[src/hdl/assert_macros.svh]
// Assertion macros shared by the RTL of the page allocator.
// Every macro samples on clk and is disabled while rst_n is low.
`ifndef ASSERT_MACROS_SVH
`define ASSERT_MACROS_SVH

// The consequent must hold in the same cycle as the antecedent.
`define ASSERT_SAME(label, ante, cons, msg) \
  label: assert property (@(posedge clk) disable iff (!rst_n) (ante) |-> (cons)) \
    else $error(msg);

// The consequent must hold in the cycle after the antecedent.
`define ASSERT_NEXT(label, ante, cons, msg) \
  label: assert property (@(posedge clk) disable iff (!rst_n) (ante) |=> (cons)) \
    else $error(msg);

`endif

[src/hdl/scpa_pkg.sv]
// Shared types and constants of the size class page allocator.
// Used by the controller, the datapath and the top level; no dependencies.
package scpa_pkg;

  // Default configuration of the allocator.
  localparam int PAGE_COUNT_DEF   = 65536;
  localparam int ZONE_BOUND_DEF   = 32768;
  localparam int SIZE_CLASSES_DEF = 16;

  // Width of a class index computed from a bit length (up to 31 bits).
  localparam int CIW = 5;

  typedef struct packed {
    logic        command;
    logic        zone_any;
    logic [15:0] page_start;
    logic [15:0] page_count;
    logic [15:0] min_count;
  } in_t;

  typedef struct packed {
    logic [15:0] granted_start;
    logic [15:0] granted_count;
  } out_t;

  localparam logic CMD_ALLOC   = 1'b0;
  localparam logic CMD_RELEASE = 1'b1;

  // Datapath commands issued by the controller, one per cycle.
  typedef enum logic [4:0] {
    OP_NOP,
    OP_CLEAR,
    OP_LOAD,
    OP_DECODE,
    OP_SEARCH,
    OP_U_RD,
    OP_U_LAT,
    OP_U_LN,
    OP_U_LP,
    OP_U_FF,
    OP_U_FL,
    OP_F_SET,
    OP_F_LAST,
    OP_F_FIRST,
    OP_F_HEAD,
    OP_RD_LEFT,
    OP_LEFT_CHK,
    OP_RD_RIGHT,
    OP_RIGHT_CHK,
    OP_F_PREP_REL,
    OP_PART2,
    OP_T_POST,
    OP_T_END,
    OP_OUT
  } dp_op_t;

  // Status flags returned by the datapath to the controller.
  typedef struct packed {
    logic clr_last;
    logic is_rel;
    logic rel_ok;
    logic cnt_zero;
    logic found;
    logic zone;
    logic at_zlo;
    logic lmerge;
    logic rin;
    logic rmerge;
    logic tail;
    logic g_zero;
    logic part2;
    logic out_free;
  } dp_status_t;

endpackage

[src/hdl/scpa_ctrl.sv]
// Controller of the page allocator: sequences clearing, search, unlink,
// file and coalesce steps as datapath commands. Depends on scpa_pkg.
module scpa_ctrl (
  input  logic                 clk,
  input  logic                 rst_n,
  input  logic                 in_valid,
  input  scpa_pkg::dp_status_t st,
  output logic                 busy,
  output scpa_pkg::dp_op_t     op
);

  typedef enum logic [4:0] {
    ST_CLR, ST_IDLE, ST_DECODE, ST_SEARCH,
    ST_U_RD, ST_U_LAT, ST_U_LN, ST_U_LP, ST_U_FF, ST_U_FL,
    ST_F_SET, ST_F_LAST, ST_F_FIRST, ST_F_HEAD,
    ST_RL_RD, ST_RL_CHK, ST_RR_RD, ST_RR_CHK, ST_REL_FILE, ST_REL_END,
    ST_T_POST, ST_T_END, ST_OUT
  } state_t;

  state_t state_r, state_nxt;
  state_t ret_r, ret_nxt;

  // Next state, return point and command.
  always_comb begin
    state_nxt = state_r;
    ret_nxt   = ret_r;
    op        = scpa_pkg::OP_NOP;
    case (state_r)
      ST_CLR: begin
        op = scpa_pkg::OP_CLEAR;
        if (st.clr_last) state_nxt = ST_IDLE;
      end
      ST_IDLE: begin
        if (in_valid) begin
          op        = scpa_pkg::OP_LOAD;
          state_nxt = ST_DECODE;
        end
      end
      ST_DECODE: begin
        op = scpa_pkg::OP_DECODE;
        if (st.is_rel) state_nxt = st.rel_ok ? ST_RL_RD : ST_OUT;
        else           state_nxt = st.cnt_zero ? ST_OUT : ST_SEARCH;
      end
      ST_SEARCH: begin
        op = scpa_pkg::OP_SEARCH;
        if (st.found) begin
          state_nxt = ST_U_RD;
          ret_nxt   = ST_T_POST;
        end else begin
          state_nxt = st.zone ? ST_SEARCH : ST_OUT;
        end
      end
      ST_U_RD: begin
        op        = scpa_pkg::OP_U_RD;
        state_nxt = ST_U_LAT;
      end
      ST_U_LAT: begin
        op        = scpa_pkg::OP_U_LAT;
        state_nxt = ST_U_LN;
      end
      ST_U_LN: begin
        op        = scpa_pkg::OP_U_LN;
        state_nxt = ST_U_LP;
      end
      ST_U_LP: begin
        op        = scpa_pkg::OP_U_LP;
        state_nxt = ST_U_FF;
      end
      ST_U_FF: begin
        op        = scpa_pkg::OP_U_FF;
        state_nxt = ST_U_FL;
      end
      ST_U_FL: begin
        op        = scpa_pkg::OP_U_FL;
        state_nxt = ret_r;
      end
      ST_F_SET: begin
        op        = scpa_pkg::OP_F_SET;
        state_nxt = ST_F_LAST;
      end
      ST_F_LAST: begin
        op        = scpa_pkg::OP_F_LAST;
        state_nxt = ST_F_FIRST;
      end
      ST_F_FIRST: begin
        op        = scpa_pkg::OP_F_FIRST;
        state_nxt = ST_F_HEAD;
      end
      ST_F_HEAD: begin
        op        = scpa_pkg::OP_F_HEAD;
        state_nxt = ret_r;
      end
      ST_RL_RD: begin
        op        = scpa_pkg::OP_RD_LEFT;
        state_nxt = st.at_zlo ? ST_RR_RD : ST_RL_CHK;
      end
      ST_RL_CHK: begin
        op = scpa_pkg::OP_LEFT_CHK;
        if (st.lmerge) begin
          state_nxt = ST_U_RD;
          ret_nxt   = ST_RR_RD;
        end else begin
          state_nxt = ST_RR_RD;
        end
      end
      ST_RR_RD: begin
        op        = scpa_pkg::OP_RD_RIGHT;
        state_nxt = st.rin ? ST_RR_CHK : ST_REL_FILE;
      end
      ST_RR_CHK: begin
        op = scpa_pkg::OP_RIGHT_CHK;
        if (st.rmerge) begin
          state_nxt = ST_U_RD;
          ret_nxt   = ST_REL_FILE;
        end else begin
          state_nxt = ST_REL_FILE;
        end
      end
      ST_REL_FILE: begin
        op        = scpa_pkg::OP_F_PREP_REL;
        state_nxt = ST_F_SET;
        ret_nxt   = ST_REL_END;
      end
      ST_REL_END: begin
        op        = scpa_pkg::OP_PART2;
        state_nxt = st.part2 ? ST_RL_RD : ST_OUT;
      end
      ST_T_POST: begin
        op = scpa_pkg::OP_T_POST;
        if (st.tail) begin
          state_nxt = ST_F_SET;
          ret_nxt   = ST_T_END;
        end else begin
          state_nxt = ST_T_END;
        end
      end
      ST_T_END: begin
        op        = scpa_pkg::OP_T_END;
        state_nxt = (st.g_zero && st.zone) ? ST_SEARCH : ST_OUT;
      end
      ST_OUT: begin
        op = scpa_pkg::OP_OUT;
        if (st.out_free) state_nxt = ST_IDLE;
      end
      default: begin
        state_nxt = ST_IDLE;
      end
    endcase
  end

  // State and return point registers.
  always_ff @(posedge clk) begin
    if (!rst_n) begin
      state_r <= ST_CLR;
      ret_r   <= ST_IDLE;
    end else begin
      state_r <= state_nxt;
      ret_r   <= ret_nxt;
    end
  end

  assign busy = (state_r != ST_IDLE);

endmodule

[config.mk]
export PLATFORM = sky130hd
export DESIGN_NAME = scpa_ctrl
export DESIGN_NICKNAME = d
export VERILOG_FILES = /design/src/hdl/assert_macros.svh /design/src/hdl/scpa_pkg.sv /design/src/hdl/scpa_ctrl.sv
export SDC_FILE = /design/constraint.sdc
export NUM_CORES = 1
export LEC_CHECK = 0
export ABC_AREA = 1
export BUFFER_PORTS_ARGS = -buffer_cell sky130_fd_sc_hd__buf_2
export CAP_MARGIN = 20
export CORE_MARGIN = 2
export CORE_UTILIZATION = 49
export DETAILED_ROUTE_END_ITERATION = 8
export GPL_ROUTABILITY_DRIVEN = 0
export PLACE_DENSITY = 0.73
export SYNTH_ARGS = -nofsm -noshare
export SYNTH_HDL_FRONTEND = slang
export SYNTH_SLANG_ARGS = --single-unit
[constraint.sdc]
create_clock -name clk -period 3.4 [get_ports clk]
set_clock_uncertainty 0.2 [all_clocks]
set_input_delay 0.68 -clock clk [delete_from_list [all_inputs] [get_ports clk]]
set_output_delay 0.68 -clock clk [all_outputs]
set_load 0.01 [all_outputs]
==> reports/results.tsv <==
metric	value	unit
fp.dieH	51.7	µm
cts_setup_buffers	0	
final_max_slew_viol_count	0	
drv_cap	0	
core_area	2170	µm²
worst_slack	0.452	ns
cp.arrival	2.07	ns
synth_top_family_by_area	simple AND/OR/NAND/NOR gates	
cts_tree	yes	
fin_crit_sh	86.7	%
outcome	finished, final reports clean	
layout_commonest_cell	nand2_1	
drt.antenna.violating_nets	0	
drive_gt1_share	28.1	%
avgSynthCellArea	5.68	µm²
synth_fp_nets	213	
postSynthCellCount	196	
die-area	2670	µm²
syn2layout_area_growth	14.7	%
cts_made_buffers	3	
synth_top_area_cell	dfxtp_1	
cts_max_level	1	
dp_cells	245	
gr-usage-all-layers	27.3	%
portBuffers	22	
dieWidth	51.7	µm
via_per_inst	5.58	
wl_met2	1580	µm
cp-startpoint	state_r[4]$_SDFFE_PN0P_	
met3RoutedLength	313	µm
whs	0.256	ns
synth.top_cell.area_share	16.2	%
preCtsSetupSlack	0.784	ns
layout_common_cells	nand2_1, nor2_1, buf_2	
fin_cells	249	
drt_pass1_iterations	4	
grt_pass1_wl	5350	µm
synth_seq_cells	9	
max-vdd-ir-drop	0.419	mV
synthAdderAreaFrac	0	%
start_util	51.3	%
synth_warnings	0	
rsz0062_at_grt	no	
final_nets	239	
min_from	ret_r[4]$_SDFFE_PN0P_	
ys_top_cells_by_area	dfxtp_1, nand2_1, nor2_1	
wl_met1	1300	µm
critPathKind	reg2out	
crit_fanout	11	
finalSetupViolCount	0	
cts_hold_buf	0	
path_clk_slew	0.06	ns
grt_max_degree	12	
timing.final.hold_violations	0	
ioPinCount	23	
period_minus_slack	2.95	ns
grt_pass1_vias	1245	
hpwl	2740	µm
power_leakage	0.717	nW
synth_area	1110	µm²
crit_required	2.52	ns
num_vias	1389	
drc	0	
start_kind	register	
drtIter0Drc	88	
wirelength	3290	µm
power_density	648	nW/µm²
worst_slew_pin_slew	0.469	ns
relSlewSlack	68.6	%
antenna_found_initial	0	
synth-simple-area-share	65.1	%
synthXorXnorAreaFrac	0	%
diodes	0	
grt-ovfl-total	0	
synth_mux_area_share	0	%
ys_seq_area_share	16.2	%
cts.sinks	9	
synth_compound_area_share	8.99	%
fin_tns_setup	0	ns
cts_resized	0	
worstReg2RegStart	state_r[4]$_SDFFE_PN0P_	
end_kind	primary output	
hold_path_class	reg2reg	
routedWlPerCell	13.2	µm
clk_latency	0.26	ns
num_rows	17	
cts-root-buf	clkbuf_4	
synthDistinctLibCells	23	
cts_max_path_buffers	2	
fmax	339	MHz
highest_layer	met4	
power breakdown:
| part | internal (W) | total, W | switching, W | leakage [nW] |
|---|---|---|---|---|
| sequential | 0.000136 | 0.000189 | 0.0000529 | 0.0732 |
| combinational | 0.000183 | 0.000557 | 0.000374 | 0.628 |
| clock | 0.0000452 | 0.0000820 | 0.0000368 | 0.0150 |
| total | 0.000364 | 0.000828 | 0.000464 | 0.717 |
critical path, stage by stage, from the launching register on:
cell and delay, ns:
dfxtp_1 0.61, inv_1 0.27, nand3_2 0.18, clkinv_1 0.14, nand2_1 0.10, nand2_1 0.08, nor2_1 0.21, nand2_1 0.07
buf_2 0.14
cell type report:
type,instances,area [µm²]
fillers,246,892
multi-input cells,159,825
flip-flops and latches,9,180
repair buffers,22,110
inverters,27,101
well taps,28,35.0
clock buffers,4,26.3
logic make-up (layout without fill, tap and decap cells):
kind of cell | after synthesis | count (layout)
buffers and inverters | 28 | 53
flip-flops | 9 | 9
AND/OR/NAND/NOR | 140 | 140
AO/OA/AOI/OAI | 19 | 19
stage by stage:
stage	total power (W)	util, %	area (µm²)
2_1_floorplan	0.000588	-	1110
3_3_place_gp	0.000732	57.7	1250
3_5_place_dp	0.000735	57.7	1250
4_1_cts	0.000821	58.9	1280
5_1_grt	0.000903	58.9	1280
6_report	0.000828	58.9	1280
flip-flops by register name, indices dropped and copies added (netlist names):
register / cells
ret_r: 4
state_r: 5
cells in the mapped netlist:
master    number
clkinv_1       1
nand3_4        2
and3_1         1
nand3b_1       1
nand2_2       12
o21ai_0        7
nand2_1       46
o21ai_1        2
inv_2          7
a211oi_1       1
nand2_4        3
nand3_2        2
nand4_1       11
dfxtp_1        9
a21oi_1        8
nor2_4         4
inv_1         19
o31ai_1        1
nor2_2         7
buf_4          1
nand3_1       16
nor2_1        31
nor3_1         4
metal layers:
metal	GRT usage (%)	up-vias
met5	0	-
met4	11.4	0
met3	5.46	12
met1	34.0	605
li1	-	686
met2	45.7	86
worst paths after layout:
kind                                           endpoint  slack [ns]  cells after the start
worst max-delay path                              op[3]        0.45                      8
worst min-delay path              ret_r[4]$_SDFFE_PN0P_        0.26                      2
worst max register to register  state_r[3]$_SDFFE_PN0P_        1.13                      9
worst min register to register    ret_r[4]$_SDFFE_PN0P_        0.26                      2
Note: power is estimated with default switching activity, not from simulation.
